==> src/rtl/core/video_memory_access_unit_assert.svh <==
// ----------------------------------------------------------------------------
// video memory access unit assertion macros
// concurrent checks clocked on clk, held off while rst_n is low
// ----------------------------------------------------------------------------
`ifndef VIDEO_MEMORY_ACCESS_UNIT_ASSERT_SVH
`define VIDEO_MEMORY_ACCESS_UNIT_ASSERT_SVH

// consequent holds in the same cycle as the antecedent
`define VMAU_ASSERT_SAME(lbl, ante, cons, msg) \
  lbl: assert property (@(posedge clk) disable iff (!rst_n) (ante) |-> (cons)) \
    else $error(msg);

// consequent holds in the cycle after the antecedent
`define VMAU_ASSERT_NEXT(lbl, ante, cons, msg) \
  lbl: assert property (@(posedge clk) disable iff (!rst_n) (ante) |=> (cons)) \
    else $error(msg);

`endif

==> src/rtl/core/vmau_pkg.sv <==
`timescale 1ns / 1ps
`default_nettype none
// ----------------------------------------------------------------------------
// vmau_pkg
// shared types and constants of the video memory access unit
// ----------------------------------------------------------------------------
package vmau_pkg;

  localparam int unsigned DATA_W    = 32;
  localparam int unsigned ADDR_W    = 17;
  localparam int unsigned MODE_W    = 3;

  // all stores are kept as 32-bit words with two halfword lanes
  localparam int unsigned VRAM_WORDS = 24576;
  localparam int unsigned VRAM_AW    = 15;
  localparam int unsigned TAB_WORDS  = 256;
  localparam int unsigned TAB_AW     = 8;

  // mode limits for the bitmap window and the object area
  localparam logic [MODE_W-1:0] BITMAP_MODE_FIRST   = 3'd3;
  localparam logic [MODE_W-1:0] OBJ_TILE_MODE_LAST  = 3'd2;
  localparam logic [MODE_W-1:0] OBJ_BMAP_MODE_LAST  = 3'd5;
  localparam logic [2:0]        BITMAP_WINDOW_TOP   = 3'b110;

  typedef enum logic {
    ACT_READ  = 1'b0,
    ACT_WRITE = 1'b1
  } action_t;

  typedef enum logic [1:0] {
    REGION_VRAM = 2'd0,
    REGION_PAL  = 2'd1,
    REGION_OAM  = 2'd2
  } region_t;

  typedef enum logic [1:0] {
    SIZE_BYTE = 2'd0,
    SIZE_HALF = 2'd1,
    SIZE_WORD = 2'd2
  } size_t;

  typedef struct packed {
    logic    zero;
    region_t region;
    size_t   size;
    logic    hsel;
    logic    bsel;
  } rd_meta_t;

  typedef struct packed {
    logic                vram_we;
    logic                pal_we;
    logic                oam_we;
    logic                vram_re;
    logic                pal_re;
    logic                oam_re;
    logic [1:0]          hen;
    logic [VRAM_AW-1:0]  vram_idx;
    logic [TAB_AW-1:0]   tab_idx;
    logic [DATA_W-1:0]   wdata;
    rd_meta_t            meta;
  } mem_req_t;

endpackage
`default_nettype wire

==> src/rtl/core/vmau_decode.sv <==
`timescale 1ns / 1ps
`default_nettype none
// ----------------------------------------------------------------------------
// vmau_decode
// turns one access item into store selects, lane enables and read info
// ----------------------------------------------------------------------------
module vmau_decode (
  input  wire logic                          action,
  input  wire logic [1:0]                    region,
  input  wire logic [1:0]                    access_size,
  input  wire logic [vmau_pkg::ADDR_W-1:0]   address,
  input  wire logic [vmau_pkg::DATA_W-1:0]   write_data,
  input  wire logic [vmau_pkg::MODE_W-1:0]   bg_mode,
  output vmau_pkg::mem_req_t                 req
);

  logic                         is_write;
  logic                         blocked;
  logic                         obj_ignore;
  logic [vmau_pkg::ADDR_W-1:0]  vmap;
  vmau_pkg::size_t              size;

  always_comb begin
    size     = vmau_pkg::size_t'(access_size);
    is_write = (vmau_pkg::action_t'(action) == vmau_pkg::ACT_WRITE);

    // upper 32 KiB mirror: bit 15 drops out when bit 16 is set
    vmap = {address[16], address[15] & ~address[16], address[14:0]};

    blocked = (bg_mode >= vmau_pkg::BITMAP_MODE_FIRST) &&
              (address[16:14] == vmau_pkg::BITMAP_WINDOW_TOP);

    obj_ignore = (size == vmau_pkg::SIZE_BYTE) && vmap[16] &&
                 ((bg_mode <= vmau_pkg::OBJ_TILE_MODE_LAST) ||
                  ((bg_mode <= vmau_pkg::OBJ_BMAP_MODE_LAST) && vmap[14]));
  end

  always_comb begin
    req          = '0;
    req.vram_idx = vmap[16:2];
    req.tab_idx  = address[9:2];

    case (vmau_pkg::region_t'(region))
      vmau_pkg::REGION_VRAM: begin
        req.vram_we = is_write && !blocked && !obj_ignore;
        req.vram_re = !is_write && !blocked;
      end
      vmau_pkg::REGION_PAL: begin
        req.pal_we = is_write;
        req.pal_re = !is_write;
      end
      vmau_pkg::REGION_OAM: begin
        req.oam_we = is_write && (size != vmau_pkg::SIZE_BYTE);
        req.oam_re = !is_write;
      end
      default: begin
        req.vram_we = 1'b0;
      end
    endcase

    // byte and halfword data is replicated so the lane enable picks the spot
    case (size)
      vmau_pkg::SIZE_BYTE: begin
        req.hen   = address[1] ? 2'b10 : 2'b01;
        req.wdata = {4{write_data[7:0]}};
      end
      vmau_pkg::SIZE_HALF: begin
        req.hen   = address[1] ? 2'b10 : 2'b01;
        req.wdata = {2{write_data[15:0]}};
      end
      default: begin
        req.hen   = 2'b11;
        req.wdata = write_data;
      end
    endcase

    req.meta.zero   = !(req.vram_re || req.pal_re || req.oam_re);
    req.meta.region = vmau_pkg::region_t'(region);
    req.meta.size   = size;
    req.meta.hsel   = address[1];
    req.meta.bsel   = address[0];
  end

endmodule
`default_nettype wire

==> config.mk <==
export PLATFORM = sky130hd
export DESIGN_NAME = vmau_decode
export DESIGN_NICKNAME = d
export VERILOG_FILES = /design/src/rtl/core/video_memory_access_unit_assert.svh /design/src/rtl/core/vmau_pkg.sv /design/src/rtl/core/vmau_decode.sv
export SDC_FILE = /design/constraint.sdc
export NUM_CORES = 1
export LEC_CHECK = 0
export BUFFER_PORTS_ARGS = -buffer_cell sky130_fd_sc_hd__buf_2
export CAP_MARGIN = 20
export CELL_PAD_IN_SITES_DETAIL_PLACEMENT = 1
export CELL_PAD_IN_SITES_GLOBAL_PLACEMENT = 1
export CORE_ASPECT_RATIO = 2
export CORE_MARGIN = 1
export CORE_UTILIZATION = 19
export DETAILED_ROUTE_END_ITERATION = 10
export PLACE_DENSITY_LB_ADDON = 0.12
export SLEW_MARGIN = 15
export SYNTH_ARGS = -nofsm -noshare
export SYNTH_HDL_FRONTEND = slang
export SYNTH_SLANG_ARGS = --single-unit
==> constraint.sdc <==
create_clock -name vclk -period 1.3
set_input_delay 0.195 -clock vclk [all_inputs]
set_output_delay 0.195 -clock vclk [all_outputs]
set_load 0.02 [all_outputs]
==> metrics.csv <==
metric;value;unit
ys_seq_area_share;0;%
antenna_cells;0;
syn-cell-area;790;um^2
wl_per_cell;12.6;um
port_buffers;93;
row_count;32;
tightest_slew;0.203;ns
p_per_area;435;mW/mm^2
core_area;0.00392;mm^2
synth_nets;157;
setup_viol;0;
num-fill-cells;525;
drtAntennaViolNets;0;
pin_count;127;
area_growth;32.8;%
power;0.456;mW
drt_drc_violations_left;0;
die_x;47.6;um
final_core_util;26.7;%
register_area;0;um^2
leakage;0.588;nW
drt_iter0_drc;3;
clkbuf_count;0;
antenna_found_initial;0;
grt_max_degree;18;
cp-end-kind;output pin;
critPathKind;in2out;
gp_congestion;0.657;
period_share;97.5;%
rsz0062_at_grt;yes;
initial_utilization;20.1;%
vias_per_cell;4.20;
avgSynthCellArea;7.90;um^2
grtUsageTotal;10.4;%
route.vias.total;869;
status;complete, no violations;
finalHoldViolCount;0;
max_slew_margin;86.4;%
required;1.11;ns
hold_class;in2out;
hpwl;2.22;mm
worstPathCellList;buf_2, nor2_8, mux2_2, buf_2;
path_common_cell;buf_2;
grt_pass1_vias;746;
slew_violations;0;
ir_drop;0.137;mV
min_period;1.27;ns
cp_slowest_cell;mux2_2;
yosys_warnings;0;
seq_cells;0;
grt-ovfl-total;0;
layout.nets;215;
critPathMaxStageDelay;0.36;ns
fp.dieArea;0.00443;mm^2
die_h;93.2;um
max_freq;789;MHz
drive_above_1_share;75.6;%
synth_cell_types;23;
cap_viol_max_count;0;
cp_max_fo;10;
grt_pass1_wl;3.44;mm
first_pass_iters;2;
worstSetupStartpointType;input port;
syn_inst;100;
drt_wl_total;2.61;mm
multi_input_area;485;um^2
crit_arrival;1.07;ns
[layout make-up]
type	count	share of cell area (%)
multi-input cells	59	46.3
repair buffers	96	47.3
inverters	1	0.358
well taps	51	6.09
[synthesized netlist by cell type (all sizes together)]
master / n / share of area (%)
a21bo: 1 / 1.3
a21oi: 2 / 1.3
and3b: 1 / 1.1
and4b: 1 / 1.3
and4bb: 1 / 1.6
buf: 40 / 39
inv: 1 / 0.47
mux2: 16 / 23
mux2i: 8 / 10
nand2: 9 / 4.3
nand2b: 1 / 0.79
nand3b: 1 / 0.95
nor2: 2 / 3.0
nor2b: 2 / 1.6
nor3: 1 / 0.63
nor3b: 2 / 1.9
nor4: 1 / 0.79
o2111ai: 1 / 1.1
o21ai: 8 / 5.1
or2: 1 / 0.79
[layout by cell type (no fill, tap or decap)]
cell / count
nand3b_1: 1
mux2_2: 16
nand2_1: 9
o21ai_0: 8
nor4_1: 1
nor2_1: 1
nor3b_1: 2
nand2b_1: 1
buf_4: 1
and4b_1: 1
and3b_1: 1
a21bo_2: 1
inv_1: 1
a21oi_1: 2
nor2b_1: 2
nor3_2: 1
buf_6: 2
mux2i_2: 1
mux2i_1: 7
or2_2: 1
o2111ai_1: 1
and4bb_2: 1
buf_2: 93
nor2_8: 1
[where the power goes]
part           internal [mW]  switching (mW)
Clock                      0               0
Combinational          0.192           0.264
Sequential                 0               0
[per-stage QoR]
step	std cells	setup WS (ns)	hold slack, ns	setup TNS (ns)	instance area (um^2)
floorplan	100	0.0844	0.468	0	790
global placement	207	0.0153	0.390	0	1030
detailed placement	207	0.00967	0.390	0	1030
CTS	207	0.00613	0.390	0	1030
global route	207	-0.0312	0.390	-0.0812	1050
finish	207	0.0329	0.390	0	1050
[routing by layer]
layer	up-vias	GRT usage [%]	part of all wire, %
met2	56	20.1	56
met3	5	0.965	9.0
met4	0	0.694	0.50
met1	383	11.9	34
li1	425	-	-
met5	-	0	0
[final timing paths]
kind  depth (start not counted)       to  slack [ns]           start
max                           4  req[20]        0.03  access_size[0]
min                           0  req[55]        0.39     address[10]
[cell families after synthesis]
kind of cell	Yosys count	share of synthesized area, %
AO/OA/AOI/OAI	12	8.72
buffers and inverters	41	39.6
multiplexers	24	33.0
AND/OR/NAND/NOR	23	18.7
[timing repair]
item                                    4_1_cts  5_1_grt
setup buffers                                 0        0
endpoints found under the setup margin        0       15
hold buffers                                  0        0
gates resized for setup                       0        4
[worst max-delay path, delay by kind of cell]
family / cells / cell delay, ns
simple gates: 1 / 0.21
buf+inv: 2 / 0.30
mux: 1 / 0.36
Note: power is estimated with default switching activity, not from simulation.
